==> config.mk <==
export PLATFORM = sky130hd
export DESIGN_NAME = task_window_usage_stats_top
export DESIGN_NICKNAME = d
export VERILOG_FILES = /design/src/twus_pkg.sv /design/src/twus_front.sv /design/src/twus_queue.sv /design/src/twus_back.sv /design/src/task_window_usage_stats_top.sv
export SDC_FILE = /design/constraint.sdc
export NUM_CORES = 2
export LEC_CHECK = 0
export BUFFER_PORTS_ARGS = -buffer_cell sky130_fd_sc_hd__clkbuf_2
export CAP_MARGIN = 20
export CORE_AREA = 10 10 521 421
export CTS_CLUSTER_SIZE = 24
export DETAILED_ROUTE_END_ITERATION = 6
export DIE_AREA = 0 0 531 431
export MAX_ROUTING_LAYER = met4
export PLACE_DENSITY_LB_ADDON = 0.15
export SLEW_MARGIN = 20
export SYNTH_ARGS = -nofsm -noshare
export SYNTH_HDL_FRONTEND = slang
export SYNTH_SLANG_ARGS = --single-unit
==> constraint.sdc <==
create_clock -name clock -period 35.5 [get_ports clock]
set_input_delay 1.775 -clock clock [delete_from_list [all_inputs] [get_ports clock]]
set_output_delay 1.775 -clock clock [all_outputs]
set_load 0.05 [all_outputs]
==> src/twus_pkg.sv <==
`timescale 1ns / 1ps
// ----------------------------------------------------------------------------
// twus_pkg
// Shared types and constants for the task window usage statistics block.
// ----------------------------------------------------------------------------
package twus_pkg;

   localparam int COUNT_WIDTH     = 16;
   localparam int TASK_W          = 32;
   localparam int MEM_W           = 48;
   localparam int TIME_W          = 48;
   localparam int CPU_W           = 49;
   localparam int CPU_MS_W        = 39;
   localparam int SUM_W           = 64;
   localparam int SAMPLE_COUNT_W  = 16;

   localparam logic [COUNT_WIDTH-1:0] COUNT_MAX = {COUNT_WIDTH{1'b1}};

   // restoring divider: one quotient bit per step over the full sum width
   localparam int DIV_STEPS = SUM_W;
   localparam int STEP_W    = $clog2(DIV_STEPS);

   localparam int USEC_PER_MS = 1000;
   localparam int CPU_ROUND   = USEC_PER_MS - 1;

   // usec / 1000 = (usec >> 3) / 125, done as a multiply by ceil(2^53 / 125);
   // exact for every 46-bit operand
   localparam int CPU_PRE_SHIFT = 3;
   localparam int CPU_M_W       = CPU_W - CPU_PRE_SHIFT;
   localparam int CPU_M_PART_W  = CPU_M_W / 2;
   localparam int RECIP_W       = 47;
   localparam int RECIP_LO_W    = 24;
   localparam int RECIP_SHIFT   = 53;
   localparam int CPU_PP_W      = CPU_M_PART_W + RECIP_LO_W;
   localparam int CPU_PROD_W    = CPU_M_W + RECIP_W;
   localparam int CPU_MUL_STEPS = 4;
   localparam logic [RECIP_W-1:0] CPU_RECIP = 47'd72057594037928;

   localparam int QUEUE_DEPTH = 2;
   localparam int QPTR_W      = $clog2(QUEUE_DEPTH);
   localparam int QLVL_W      = $clog2(QUEUE_DEPTH + 1);

   localparam logic STATUS_RECORDED  = 1'b0;
   localparam logic STATUS_DISCARDED = 1'b1;

   typedef enum logic [1:0] {
      CMD_BEGIN  = 2'd0,
      CMD_SAMPLE = 2'd1,
      CMD_END    = 2'd2
   } cmd_type;

   typedef enum logic [1:0] {
      BK_IDLE,
      BK_DIV,
      BK_DONE
   } back_state_type;

   // one finished window handed from the front to the back
   typedef struct packed {
      logic [TASK_W-1:0]      task_id;
      logic                   status;
      logic [TIME_W-1:0]      start_ms;
      logic [TIME_W-1:0]      end_ms;
      logic [CPU_W-1:0]       cpu_num;   // rounded-up numerator, zero if invalid
      logic [MEM_W-1:0]       baseline;
      logic [SUM_W-1:0]       sum;
      logic [COUNT_WIDTH-1:0] count;
      logic [MEM_W-1:0]       peak;
   } job_type;

endpackage

==> src/twus_front.sv <==
`timescale 1ns / 1ps
// ----------------------------------------------------------------------------
// twus_front
// Accepts command words, keeps the open window and emits one job per end.
// ----------------------------------------------------------------------------
module twus_front
   import twus_pkg::*;
(
   input  logic                     clock,
   input  logic                     reset,
   input  logic                     req_valid,
   output logic                     req_ready,
   input  logic [1:0]               req_command,
   input  logic [TASK_W-1:0]        req_task_id,
   input  logic [MEM_W-1:0]         req_rss_bytes,
   input  logic [TIME_W-1:0]        req_time_ms,
   input  logic signed [CPU_W-1:0]  req_cpu_usec,
   output logic                     job_valid,
   input  logic                     job_ready,
   output job_type                  job
);

   logic [TASK_W-1:0]        open_task_ff, open_task_in;
   logic [TIME_W-1:0]        start_ff, start_in;
   logic signed [CPU_W-1:0]  begin_cpu_ff, begin_cpu_in;
   logic [MEM_W-1:0]         base_ff, base_in;
   logic [SUM_W-1:0]         sum_ff, sum_in;
   logic [COUNT_WIDTH-1:0]   cnt_ff, cnt_in;
   logic [MEM_W-1:0]         peak_ff, peak_in;

   logic                     accept;
   logic                     sample_ok;
   logic [SUM_W-1:0]         smp_sum;
   logic [COUNT_WIDTH-1:0]   smp_cnt;
   logic [MEM_W-1:0]         smp_peak;
   logic                     cpu_ok;
   logic signed [CPU_W-1:0]  cpu_diff;
   logic                     matched;

   assign req_ready = job_ready;
   assign accept    = req_valid && req_ready;

   // window with a sample folded in
   always_comb begin
      sample_ok = (open_task_ff != '0) && (req_rss_bytes != '0);
      smp_sum   = sum_ff;
      smp_cnt   = cnt_ff;
      smp_peak  = peak_ff;
      if (sample_ok) begin
         if (cnt_ff != COUNT_MAX) begin
            smp_sum = sum_ff + SUM_W'(req_rss_bytes);
            smp_cnt = cnt_ff + COUNT_WIDTH'(1);
         end
         if (req_rss_bytes > peak_ff) begin
            smp_peak = req_rss_bytes;
         end
      end
   end

   assign cpu_ok   = (req_cpu_usec > 0) && (begin_cpu_ff > 0) &&
                     (req_cpu_usec >= begin_cpu_ff);
   assign cpu_diff = req_cpu_usec - begin_cpu_ff;
   assign matched  = (open_task_ff == req_task_id) && (open_task_ff != '0);

   always_comb begin
      open_task_in = open_task_ff;
      start_in     = start_ff;
      begin_cpu_in = begin_cpu_ff;
      base_in      = base_ff;
      sum_in       = sum_ff;
      cnt_in       = cnt_ff;
      peak_in      = peak_ff;
      job_valid    = 1'b0;
      job          = '0;
      job.task_id  = req_task_id;
      job.status   = STATUS_DISCARDED;
      case (cmd_type'(req_command))
         CMD_BEGIN: begin
            if (accept) begin
               open_task_in = req_task_id;
               start_in     = req_time_ms;
               begin_cpu_in = req_cpu_usec;
               base_in      = req_rss_bytes;
               sum_in       = SUM_W'(req_rss_bytes);
               cnt_in       = COUNT_WIDTH'(1);
               peak_in      = req_rss_bytes;
            end
         end
         CMD_SAMPLE: begin
            if (accept) begin
               sum_in  = smp_sum;
               cnt_in  = smp_cnt;
               peak_in = smp_peak;
            end
         end
         CMD_END: begin
            job_valid = req_valid;
            if (matched) begin
               job.status   = STATUS_RECORDED;
               job.start_ms = start_ff;
               job.end_ms   = req_time_ms;
               job.cpu_num  = cpu_ok ? (CPU_W'(unsigned'(cpu_diff)) + CPU_W'(CPU_ROUND))
                                     : '0;
               job.baseline = base_ff;
               job.sum      = smp_sum;
               job.count    = smp_cnt;
               job.peak     = smp_peak;
            end
            if (accept) begin
               open_task_in = '0;
               start_in     = '0;
               begin_cpu_in = '0;
               base_in      = '0;
               sum_in       = '0;
               cnt_in       = '0;
               peak_in      = '0;
            end
         end
         default: begin
         end
      endcase
   end

   always_ff @(posedge clock) begin
      if (reset) begin
         open_task_ff <= '0;
         start_ff     <= '0;
         begin_cpu_ff <= '0;
         base_ff      <= '0;
         sum_ff       <= '0;
         cnt_ff       <= '0;
         peak_ff      <= '0;
      end else begin
         open_task_ff <= open_task_in;
         start_ff     <= start_in;
         begin_cpu_ff <= begin_cpu_in;
         base_ff      <= base_in;
         sum_ff       <= sum_in;
         cnt_ff       <= cnt_in;
         peak_ff      <= peak_in;
      end
   end

endmodule

==> src/twus_queue.sv <==
`timescale 1ns / 1ps
// ----------------------------------------------------------------------------
// twus_queue
// Short job queue between the front and the divider back end.
// ----------------------------------------------------------------------------
module twus_queue
   import twus_pkg::*;
(
   input  logic    clock,
   input  logic    reset,
   input  logic    push_valid,
   output logic    push_ready,
   input  job_type push_job,
   output logic    pop_valid,
   input  logic    pop_ready,
   output job_type pop_job
);

   job_type               slot_ff [QUEUE_DEPTH];
   logic [QPTR_W-1:0]     wr_ptr_ff, wr_ptr_in;
   logic [QPTR_W-1:0]     rd_ptr_ff, rd_ptr_in;
   logic [QLVL_W-1:0]     level_ff, level_in;
   logic                  do_push;
   logic                  do_pop;

   assign push_ready = (level_ff != QLVL_W'(QUEUE_DEPTH));
   assign pop_valid  = (level_ff != '0);
   assign pop_job    = slot_ff[rd_ptr_ff];
   assign do_push    = push_valid && push_ready;
   assign do_pop     = pop_valid && pop_ready;

   always_comb begin
      wr_ptr_in = wr_ptr_ff;
      rd_ptr_in = rd_ptr_ff;
      level_in  = level_ff;
      if (do_push) begin
         wr_ptr_in = (wr_ptr_ff == QPTR_W'(QUEUE_DEPTH - 1)) ? '0 : wr_ptr_ff + QPTR_W'(1);
      end
      if (do_pop) begin
         rd_ptr_in = (rd_ptr_ff == QPTR_W'(QUEUE_DEPTH - 1)) ? '0 : rd_ptr_ff + QPTR_W'(1);
      end
      if (do_push && !do_pop) begin
         level_in = level_ff + QLVL_W'(1);
      end else if (do_pop && !do_push) begin
         level_in = level_ff - QLVL_W'(1);
      end
   end

   always_ff @(posedge clock) begin
      if (reset) begin
         wr_ptr_ff <= '0;
         rd_ptr_ff <= '0;
         level_ff  <= '0;
      end else begin
         wr_ptr_ff <= wr_ptr_in;
         rd_ptr_ff <= rd_ptr_in;
         level_ff  <= level_in;
      end
   end

   always_ff @(posedge clock) begin
      if (do_push) begin
         slot_ff[wr_ptr_ff] <= push_job;
      end
   end

endmodule

==> src/twus_back.sv <==
`timescale 1ns / 1ps
// ----------------------------------------------------------------------------
// twus_back
// Runs the average division and CPU millisecond scaling, holds the result word.
// ----------------------------------------------------------------------------
module twus_back
   import twus_pkg::*;
(
   input  logic                        clock,
   input  logic                        reset,
   input  logic                        job_valid,
   output logic                        job_ready,
   input  job_type                     job,
   output logic                        rsp_valid,
   input  logic                        rsp_ready,
   output logic [TASK_W-1:0]           rsp_task_id_res,
   output logic                        rsp_status,
   output logic [TIME_W-1:0]           rsp_start_ms,
   output logic [TIME_W-1:0]           rsp_end_ms,
   output logic [CPU_MS_W-1:0]         rsp_cpu_ms,
   output logic [MEM_W-1:0]            rsp_mem_baseline,
   output logic [MEM_W-1:0]            rsp_mem_average,
   output logic [MEM_W-1:0]            rsp_mem_peak,
   output logic [SAMPLE_COUNT_W-1:0]   rsp_sample_count
);

   back_state_type           state_ff, state_in;
   logic [STEP_W-1:0]        step_ff, step_in;
   job_type                  hold_ff;

   // quotient bits shift in at the bottom as numerator bits leave the top
   logic [SUM_W-1:0]         sum_q_ff, sum_q_in;
   logic [COUNT_WIDTH-1:0]   sum_rem_ff, sum_rem_in;

   logic [COUNT_WIDTH:0]     sum_trial;

   // reciprocal multiply, one partial product per cycle
   logic [CPU_M_W-1:0]       cpu_m;
   logic                     mul_en;
   logic                     cpu_m_hi;
   logic                     cpu_r_hi;
   logic [CPU_M_PART_W-1:0]  cpu_m_part;
   logic [RECIP_LO_W-1:0]    cpu_r_part;
   logic [CPU_PP_W-1:0]      cpu_pp;
   logic [CPU_PROD_W-1:0]    cpu_term;
   logic [CPU_PROD_W-1:0]    cpu_acc_ff, cpu_acc_in;

   logic                     out_free;
   logic                     load_job;
   logic                     div_en;
   logic                     load_out;

   logic                     rsp_valid_ff, rsp_valid_in;
   logic [TASK_W-1:0]        task_ff;
   logic                     status_ff;
   logic [TIME_W-1:0]        start_ff;
   logic [TIME_W-1:0]        end_ff;
   logic [CPU_MS_W-1:0]      cpu_ms_ff;
   logic [MEM_W-1:0]         base_ff;
   logic [MEM_W-1:0]         avg_ff;
   logic [MEM_W-1:0]         peak_ff;
   logic [SAMPLE_COUNT_W-1:0] count_ff;

   assign out_free = !rsp_valid_ff || rsp_ready;

   // next state
   always_comb begin
      state_in = state_ff;
      case (state_ff)
         BK_IDLE: begin
            if (job_valid) begin
               state_in = BK_DIV;
            end
         end
         BK_DIV: begin
            if (step_ff == '0) begin
               state_in = BK_DONE;
            end
         end
         BK_DONE: begin
            if (out_free) begin
               state_in = BK_IDLE;
            end
         end
         default: state_in = BK_IDLE;
      endcase
   end

   // state outputs
   always_comb begin
      job_ready = 1'b0;
      div_en    = 1'b0;
      load_out  = 1'b0;
      case (state_ff)
         BK_IDLE: job_ready = 1'b1;
         BK_DIV:  div_en    = 1'b1;
         BK_DONE: load_out  = out_free;
         default: begin
         end
      endcase
   end

   assign load_job  = job_valid && job_ready;
   assign sum_trial = {sum_rem_ff, sum_q_ff[SUM_W-1]};

   // first four divider steps: low x low, low x high, high x low, high x high
   assign cpu_m      = hold_ff.cpu_num[CPU_W-1:CPU_PRE_SHIFT];
   assign mul_en     = div_en && (step_ff >= STEP_W'(DIV_STEPS - CPU_MUL_STEPS));
   assign cpu_m_hi   = !step_ff[1];
   assign cpu_r_hi   = !step_ff[0];
   assign cpu_m_part = cpu_m_hi ? cpu_m[CPU_M_W-1:CPU_M_PART_W] : cpu_m[CPU_M_PART_W-1:0];
   assign cpu_r_part = cpu_r_hi ? RECIP_LO_W'(CPU_RECIP[RECIP_W-1:RECIP_LO_W])
                                : CPU_RECIP[RECIP_LO_W-1:0];
   assign cpu_pp     = CPU_PP_W'(cpu_m_part) * CPU_PP_W'(cpu_r_part);

   always_comb begin
      cpu_term = CPU_PROD_W'(cpu_pp);
      if (cpu_m_hi) begin
         cpu_term = cpu_term << CPU_M_PART_W;
      end
      if (cpu_r_hi) begin
         cpu_term = cpu_term << RECIP_LO_W;
      end
   end

   always_comb begin
      step_in    = step_ff;
      sum_q_in   = sum_q_ff;
      sum_rem_in = sum_rem_ff;
      cpu_acc_in = cpu_acc_ff;
      if (load_job) begin
         step_in    = STEP_W'(DIV_STEPS - 1);
         sum_q_in   = job.sum;
         sum_rem_in = '0;
         cpu_acc_in = '0;
      end else if (div_en) begin
         step_in = step_ff - STEP_W'(1);
         if (sum_trial >= {1'b0, hold_ff.count}) begin
            sum_rem_in = COUNT_WIDTH'(sum_trial - {1'b0, hold_ff.count});
            sum_q_in   = {sum_q_ff[SUM_W-2:0], 1'b1};
         end else begin
            sum_rem_in = COUNT_WIDTH'(sum_trial);
            sum_q_in   = {sum_q_ff[SUM_W-2:0], 1'b0};
         end
         if (mul_en) begin
            cpu_acc_in = cpu_acc_ff + cpu_term;
         end
      end
   end

   always_comb begin
      rsp_valid_in = rsp_valid_ff;
      if (rsp_ready) begin
         rsp_valid_in = 1'b0;
      end
      if (load_out) begin
         rsp_valid_in = 1'b1;
      end
   end

   always_ff @(posedge clock) begin
      if (reset) begin
         state_ff     <= BK_IDLE;
         rsp_valid_ff <= 1'b0;
      end else begin
         state_ff     <= state_in;
         rsp_valid_ff <= rsp_valid_in;
      end
   end

   always_ff @(posedge clock) begin
      step_ff    <= step_in;
      sum_q_ff   <= sum_q_in;
      sum_rem_ff <= sum_rem_in;
      cpu_acc_ff <= cpu_acc_in;
      if (load_job) begin
         hold_ff <= job;
      end
      if (load_out) begin
         task_ff   <= hold_ff.task_id;
         status_ff <= hold_ff.status;
         start_ff  <= hold_ff.start_ms;
         end_ff    <= hold_ff.end_ms;
         cpu_ms_ff <= cpu_acc_ff[RECIP_SHIFT+CPU_MS_W-1:RECIP_SHIFT];
         base_ff   <= hold_ff.baseline;
         // zero count only on a discarded word
         avg_ff    <= (hold_ff.count == '0) ? '0 : sum_q_ff[MEM_W-1:0];
         peak_ff   <= hold_ff.peak;
         count_ff  <= SAMPLE_COUNT_W'(hold_ff.count);
      end
   end

   assign rsp_valid        = rsp_valid_ff;
   assign rsp_task_id_res  = task_ff;
   assign rsp_status       = status_ff;
   assign rsp_start_ms     = start_ff;
   assign rsp_end_ms       = end_ff;
   assign rsp_cpu_ms       = cpu_ms_ff;
   assign rsp_mem_baseline = base_ff;
   assign rsp_mem_average  = avg_ff;
   assign rsp_mem_peak     = peak_ff;
   assign rsp_sample_count = count_ff;

endmodule

==> src/task_window_usage_stats_top.sv <==
`timescale 1ns / 1ps
// ----------------------------------------------------------------------------
// task_window_usage_stats_top
// Memory usage statistics over one task window, reported at window end.
// ----------------------------------------------------------------------------
// Usage:
//   req_* carries command words (begin, sample, end). Begin and sample words
//   only update the open window and give no result; each end word gives one
//   rsp_* word: the window statistics, or a discard status on a mismatch.
//   Begin and sample words are taken one per cycle while the job queue has
//   room. An end word is pushed into a two-entry queue; the back end then
//   runs a restoring divider for sum / count, one bit per cycle over 64
//   steps, and during its first four steps forms CPU usec / 1000 by a
//   reciprocal multiply. The back end takes the next end word from the
//   queue only once the current result is in the output register.
//   req_ready drops only while the job queue is full.
//   A finished word waits in the output register while rsp_ready is low;
//   the divider holds its result meanwhile and the queue keeps filling.
//   Synchronous active-high reset closes the window, empties the queue and
//   drops rsp_valid.
// ----------------------------------------------------------------------------
module task_window_usage_stats_top
   import twus_pkg::*;
(
   input  logic                        clock,
   input  logic                        reset,
   input  logic                        req_valid,
   output logic                        req_ready,
   input  logic [1:0]                  req_command,
   input  logic [TASK_W-1:0]           req_task_id,
   input  logic [MEM_W-1:0]            req_rss_bytes,
   input  logic [TIME_W-1:0]           req_time_ms,
   input  logic signed [CPU_W-1:0]     req_cpu_usec,
   output logic                        rsp_valid,
   input  logic                        rsp_ready,
   output logic [TASK_W-1:0]           rsp_task_id_res,
   output logic                        rsp_status,
   output logic [TIME_W-1:0]           rsp_start_ms,
   output logic [TIME_W-1:0]           rsp_end_ms,
   output logic [CPU_MS_W-1:0]         rsp_cpu_ms,
   output logic [MEM_W-1:0]            rsp_mem_baseline,
   output logic [MEM_W-1:0]            rsp_mem_average,
   output logic [MEM_W-1:0]            rsp_mem_peak,
   output logic [SAMPLE_COUNT_W-1:0]   rsp_sample_count
);

   logic    fj_valid;
   logic    fj_ready;
   job_type fj_job;
   logic    bj_valid;
   logic    bj_ready;
   job_type bj_job;

   twus_front u_front (
      .clock         (clock),
      .reset         (reset),
      .req_valid     (req_valid),
      .req_ready     (req_ready),
      .req_command   (req_command),
      .req_task_id   (req_task_id),
      .req_rss_bytes (req_rss_bytes),
      .req_time_ms   (req_time_ms),
      .req_cpu_usec  (req_cpu_usec),
      .job_valid     (fj_valid),
      .job_ready     (fj_ready),
      .job           (fj_job)
   );

   twus_queue u_queue (
      .clock      (clock),
      .reset      (reset),
      .push_valid (fj_valid),
      .push_ready (fj_ready),
      .push_job   (fj_job),
      .pop_valid  (bj_valid),
      .pop_ready  (bj_ready),
      .pop_job    (bj_job)
   );

   twus_back u_back (
      .clock            (clock),
      .reset            (reset),
      .job_valid        (bj_valid),
      .job_ready        (bj_ready),
      .job              (bj_job),
      .rsp_valid        (rsp_valid),
      .rsp_ready        (rsp_ready),
      .rsp_task_id_res  (rsp_task_id_res),
      .rsp_status       (rsp_status),
      .rsp_start_ms     (rsp_start_ms),
      .rsp_end_ms       (rsp_end_ms),
      .rsp_cpu_ms       (rsp_cpu_ms),
      .rsp_mem_baseline (rsp_mem_baseline),
      .rsp_mem_average  (rsp_mem_average),
      .rsp_mem_peak     (rsp_mem_peak),
      .rsp_sample_count (rsp_sample_count)
   );

   // a discarded word carries no statistics
   a_discard_clean: assert property (@(posedge clock) disable iff (reset)
      (rsp_valid && rsp_status == STATUS_DISCARDED) |->
         (rsp_sample_count == '0 && rsp_mem_peak == '0 && rsp_cpu_ms == '0))
      else $error("discarded word has nonzero statistics");

   // a recorded window always holds at least the baseline sample
   a_recorded_count: assert property (@(posedge clock) disable iff (reset)
      (rsp_valid && rsp_status == STATUS_RECORDED) |-> (rsp_sample_count != '0))
      else $error("recorded window with zero samples");

   // the divider result can never exceed the largest sample
   a_avg_le_peak: assert property (@(posedge clock) disable iff (reset)
      (rsp_valid && rsp_status == STATUS_RECORDED) |-> (rsp_mem_average <= rsp_mem_peak))
      else $error("average above peak");

endmodule

; ---- Word level (Yosys, flattened, before mapping)
; Memories as Yosys holds them, arrays and structs flattened. A register that Yosys moved wholly into a read port is not among the register bits.
; Cells that the tools add are included.
[classes]
div_mod_pow = 0
shifts = 0
n_bitwise = 0
mux = 56
order_cmp = 6
add_sub_neg = 11
eq_ne = 13
mul = 1
reduce_logical = 30
[op_table]
columns = cell, n
row1 = 2-to-1 mux 322 bit, 2
row2 = 2-to-1 mux 64 bit, 7
row3 = 2-to-1 mux 48 bit, 6
row4 = one-hot mux 48 bit (2 select lines), 2
row5 = one-hot mux 64 bit (3 select lines), 1
row6 = 2-to-1 mux 49 bit, 3
row7 = one-hot mux 48 bit (3 select lines), 1
row8 = "> comparator 49 x 1 -> 1 bit, second input constant", 2
row9 = one-hot mux 49 bit (2 select lines), 1
row10 = 2-to-1 mux 16 bit, 6
row11 = adder 93 bit, 1
row12 = 2-to-1 mux 93 bit, 1
row13 = 2-to-1 mux 70 bit, 1
row14 = adder 64 x 48 -> 64 bit, 1
row15 = 2-to-1 mux 32 bit, 2
row16 = one-hot mux 32 bit (2 select lines), 1
row17 = "adder 49 x 10 -> 49 bit, second input constant", 1
row18 = greater-or-equal comparator 49 bit, 1
row19 = subtractor 49 bit, 1
row20 = > comparator 48 bit, 1
row21 = one-hot mux 16 bit (3 select lines), 1
row22 = nonzero test 48 bit, 1
row23 = multiplier 23 x 24 -> 47 bit, 1
row24 = equality test 32 bit, 1
row25 = other kinds (30), 71
[totals]
ramBits = 708
mem_bits_ro = 0
regBits = 1109
latch_bits = 0
mem_count = 1
elab_cells = 151
[mem_list]
columns = memory, depth, word_bits, read_ports, rd_clocked_by_memory_dff, write_ports, line_no
row1 = u_queue.slot_ff, 2, 354, 1, 1, 1, twus_queue.sv:19  ; job_type slot_ff [QUEUE_DEPTH];

; ---- Logic depth before layout (Yosys ltp)
[logic_depth]
word_depth = 7
depth_mapped = 49
mapped_depth_nobuf = 45

; ---- Hierarchy
; A second synthesis with hierarchy kept.
[unflattened]
hier_cells = 8602
area_unflattened_um2 = 97403.4
[by_module_without_submodules]
columns = mod, cells_per_inst, instances, seq_area_each_um2, area_per_inst_um2
row1 = twus_back, 4073, 1, 22731.8, 46273.1
row2 = twus_queue, 1125, 1, 21360.5, 25933.6
row3 = twus_front, 3404, 1, 6105.9, 25196.7

; ---- Least setup slack after synthesis
; No wires, ideal clock.
[synth_timing]
path_type = input port to flip-flop
start = input port req_command[0]
end = memory u_queue.slot_ff[0][0] in the netlist's numbering, enable pin
required_ns = 34.429
path_slack_ns = 17.715
arrival_ns = 16.714
setup_ns = 1.071
path_buffers = 0
stages = 4
path_cell_list = inv_1 > ha_1 > nand2_1 > nor2_1
[synth_via]
elab_chain_cells = 5
[synth_rtl]
columns = item, line_no
row1 = start: declaration, task_window_usage_stats_top.sv:29  ; input logic [1:0] req_command,
row2 = equality test 2 bit, twus_front.sv:77  ; case (cmd_type'(req_command))
row3 = 2-to-1 mux 1 bit, twus_front.sv:77
row4 = logical AND 1 bit, twus_queue.sv:29  ; assign do_push = push_valid && push_ready;
row5 = 2-to-1 mux 1 bit, twus_queue.sv:62  ; if (do_push) begin
row6 = 2-to-1 mux 1 bit (not written as such), twus_queue.sv:63  ; slot_ff[wr_ptr_ff] <= push_job;
row7 = end: declaration, twus_queue.sv:19
; Every way passes these cells.

; ---- Final worst setup path
[layout_timing]
start = register u_back.step_ff[1]
end = register u_back.cpu_acc_ff[85]
[layout_via]
elab_chain_cells = 5
word_cells_on_any_way = 8
[layout_rtl]
columns = item, line_no
row1 = start: declaration, twus_back.sv:28  ; logic [STEP_W-1:0] step_ff, step_in;
row2 = start signal: assignment, twus_back.sv:172  ; step_ff <= step_in;
row3 = 2-to-1 mux 23 bit, twus_back.sv:111  ; assign cpu_m_part = cpu_m_hi ? cpu_m[CPU_M_W-1:CPU_M_PART_W] : cpu_m[CPU_M_PART_W-1:0];
row4 = multiplier 23 x 24 -> 47 bit, twus_back.sv:114  ; assign cpu_pp = CPU_PP_W'(cpu_m_part) * CPU_PP_W'(cpu_r_part);
row5 = 2-to-1 mux 70 bit, twus_back.sv:118  ; if (cpu_m_hi) begin
row6 = 2-to-1 mux 93 bit, twus_back.sv:121  ; if (cpu_r_hi) begin
row7 = adder 93 bit, twus_back.sv:146  ; cpu_acc_in = cpu_acc_ff + cpu_term;
row8 = end signal: assignment, twus_back.sv:175  ; cpu_acc_ff <= cpu_acc_in;
row9 = end: declaration, twus_back.sv:46  ; logic [CPU_PROD_W-1:0] cpu_acc_ff, cpu_acc_in;
; Parallel ways exist; a longest one is shown, timed or not.
; A chain may end at the register's enable or synchronous reset.

==> flow_summary.toml <==
[routing]
drc = 8
vias = 62500
vias_per_cell = 5.51
drtAntennaViolNets = 0
drt-initial-drc-count = 5309
wire_per_inst_um = 23.5
first_pass_iters = 7
wirelength_mm = 267

[setup_path]
reg2reg_slack_ps = 22970
start_kind = "flop"
reg2reg_to = "u_back.cpu_acc_ff[85]"
ff2ff_path_depth = 44
cp_top_family = "adder cells"
r2r-start = "u_back.step_ff[1]"
cp_num_buf_inv = 8
endpoint_kind = "flop"
cp_max_fo = 55
slowest_stage = "o41ai_1"
cp_slowest_stage_delay_ps = 830
cp_common_cell = "inv_1"
cp.required_ps = 36170
critical_path_class = "flop to flop"
critical_path_arrival_ps = 13200

[min_path]
holdPathEnd = "u_back.rsp_mem_peak[8]"
min_path_type = "flop to flop"
min_from = "u_back.hold_ff[8]"
min_path_cells = 0

[yosys]
synth_ff_type = "edfxtp_1"
synthCells = 8004
yosys_warnings = 0
synth.cell_area_sq_mm = 0.0933
synth_enable_flop_cells = 1381
yosysSeqAreaShare = 0.536
synth_area_per_cell_sq_um = 11.7
ys_ff_latch = 1808
ys_async_sr_fraction = 0
synth_cell_types = 89

[die]
initial_core_util = 0.448
rows = 150
die_h_um = 431
die_x_um = 531
coreArea_sq_mm = 0.208
dieArea_sq_mm = 0.229
ios = 513

[sta]
slew_headroom = 0.180
rsz0062_at_grt = "no"
period_minus_slack_ps = 12530
slew_viol_final = 0
worst_pin_slew_ps = 1230
fin_worst_skew_ps = 100
hold_viol = 0
fin_ws_ps = 22970
period_share = 0.353
fin_tns_setup_ps = 0
setup_viol = 0
max_freq_ghz = 0.0798

[outcome]
status = "finished with violations"
violations = "design-rule violations"

[cells_and_area]
nets = 9462
final_cells = 11300
n_fill_cell = 18500
syn_to_final_growth_pct = 12.5
layout-drive-gt1-share = 0.140
design_area_sq_mm = 0.105

[placement]
pre_cts_slack_ps = 23110
place_hpwl_mm = 192
place.gp.congestion = 0.918
dpl_cell_area_sq_mm = 0.0986
io_buffers = 512
dp_cells = 11000

[global_route]
grt_overflow = 0
grt_first_pass_wirelength_mm = 398
antenna_found_initial = 28
grt_pass1_vias = 61300
grt_usage = 0.233
grt_max_degree = 155

[clock_tree]
ctsResizeCount = 0
clock_latency_ps = 870
postCtsSetupBuffers = 0
cts_buffers = 180
clockRootBuffer = "clkbuf_16"
hold_buffers = 0
h-tree-depth = 4
cts_tree = "built"
clk_pin_slew_ps = 80
clock_sinks = 1808
clockBufferDepth = 3

[flow_run]
cap_violations = 0
## Yosys cell counts (166+ instances only)
| library cell | n | share of area |
|---|---|---|
| edfxtp_1 | 1381 | 0.44 |
| nor2_1 | 755 | 0.030 |
| inv_1 | 736 | 0.030 |
| ha_1 | 578 | 0.077 |
| nand2_1 | 505 | 0.020 |
| a21oi_1 | 462 | 0.025 |
| dfxtp_1 | 427 | 0.092 |
| clkbuf_1 | 329 | 0.013 |
| o21ai_0 | 306 | 0.016 |
| fa_1 | 292 | 0.063 |
| mux2_2 | 291 | 0.035 |
| and2_1 | 218 | 0.015 |
| a22oi_1 | 185 | 0.015 |
| xnor2_1 | 166 | 0.016 |
## state kept, by name (all words and copies together), names as in the netlist, 39 cells and up, named ones only
| name | cells |
|---|---|
| u_front.start_ff | 48 |
| u_front.sum_ff | 64 |
| u_back.rsp_mem_baseline | 48 |
| u_front.begin_cpu_ff | 49 |
| u_back.rsp_start_ms | 48 |
| u_queue.slot_ff | 702 |
| u_back.cpu_acc_ff | 92 |
| u_front.peak_ff | 48 |
| u_back.sum_q_ff | 64 |
| u_back.rsp_mem_average | 48 |
| u_back.rsp_cpu_ms | 39 |
| u_back.rsp_mem_peak | 48 |
| u_back.cpu_m | 46 |
| u_back.rsp_end_ms | 48 |
| u_front.base_ff | 48 |
| u_back.hold_ff | 241 |
## worst max-delay path by stage
stage | startpoint | slack, ps | end | depth (start not counted)
4_1_cts | u_back.step_ff[1] | 23070 | u_back.cpu_acc_ff[85] | 44
3_5_place_dp | u_back.step_ff[1] | 23110 | u_back.cpu_acc_ff[85] | 44
2_1_floorplan | req_command[0] | 17710 | u_queue.slot_ff[0][0] | 4
6_report | u_back.step_ff[1] | 22970 | u_back.cpu_acc_ff[85] | 44
5_1_grt | u_back.step_ff[1] | 21930 | u_back.cpu_acc_ff[85] | 39
3_3_place_gp | u_back.step_ff[1] | 23190 | u_back.cpu_acc_ff[85] | 42
## routing by layer
| layer | vias to the layer above | track usage | part of all wire |
|---|---|---|---|
| met2 | 1715 | 0.355 | 0.46 |
| met4 | 0 | 0.0423 | 0.017 |
| met3 | 266 | 0.0426 | 0.061 |
| li1 | 29300 | - | - |
| met1 | 31200 | 0.331 | 0.47 |
| met5 | - | - | 0 |
## final cells by class
class | instances | area, sq um | share of cell area
tap | 2736 | 3420 | 0.0326
multi-input combinational | 5108 | 39300 | 0.374
clock inverter | 88 | 1240 | 0.0118
clock buffer | 253 | 5060 | 0.0482
inverter | 737 | 2780 | 0.0264
sequential | 1808 | 50000 | 0.476
antenna | 26 | 65.1 | 0.000620
timing repair buffer | 574 | 3100 | 0.0296
## stage by stage
step / utilization / hold WS (ps)
finish: 0.504 / 397
global route: 0.504 / 412
CTS: 0.504 / 401
detailed placement: 0.474 / 405
global placement: 0.473 / 401
floorplan: - / 400
## cell families after synthesis
| kind of cell | Yosys count | synth area share |
|---|---|---|
| AND/OR/NAND/NOR | 2009 | 0.101 |
| flip-flops | 1808 | 0.536 |
| AO/OA/AOI/OAI | 1525 | 0.104 |
| buffers and inverters | 1098 | 0.0443 |
| adder cells (fa/ha/maj) | 870 | 0.140 |
| multiplexers | 405 | 0.0473 |
| XOR/XNOR | 287 | 0.0269 |
| other | 2 | 0.0000805 |
## cells in the final DEF (no fill, tap or decap), drive strengths merged, types with 54 or more instances in the layout
| cell type | synthesis | layout |
|---|---|---|
| edfxtp | 1381 | 1381 |
| dfxtp | 427 | 427 |
| mux2 | 291 | 291 |
| nand4 | 102 | 102 |
| clkinv | 1 | 66 |
| clkbuf | 329 | 764 |
| nand2 | 505 | 505 |
| a21oi | 463 | 463 |
| nor3 | 60 | 60 |
| a211oi | 54 | 54 |
| nor4 | 67 | 67 |
| a22o | 60 | 60 |
| mux2i | 114 | 114 |
| nor2 | 756 | 756 |
| inv | 736 | 740 |
| ha | 578 | 578 |
| o21bai | 64 | 64 |
| nand3 | 80 | 80 |
| buf | 32 | 63 |
| xnor2 | 166 | 166 |
| o21ai | 319 | 319 |
| xor2 | 121 | 121 |
| a22oi | 185 | 185 |
| and2 | 219 | 219 |
| a21o | 121 | 121 |
| fa | 292 | 292 |
Power is not shown: default switching activity piles up to over one toggle a cycle in this logic, so the estimate is an artifact.
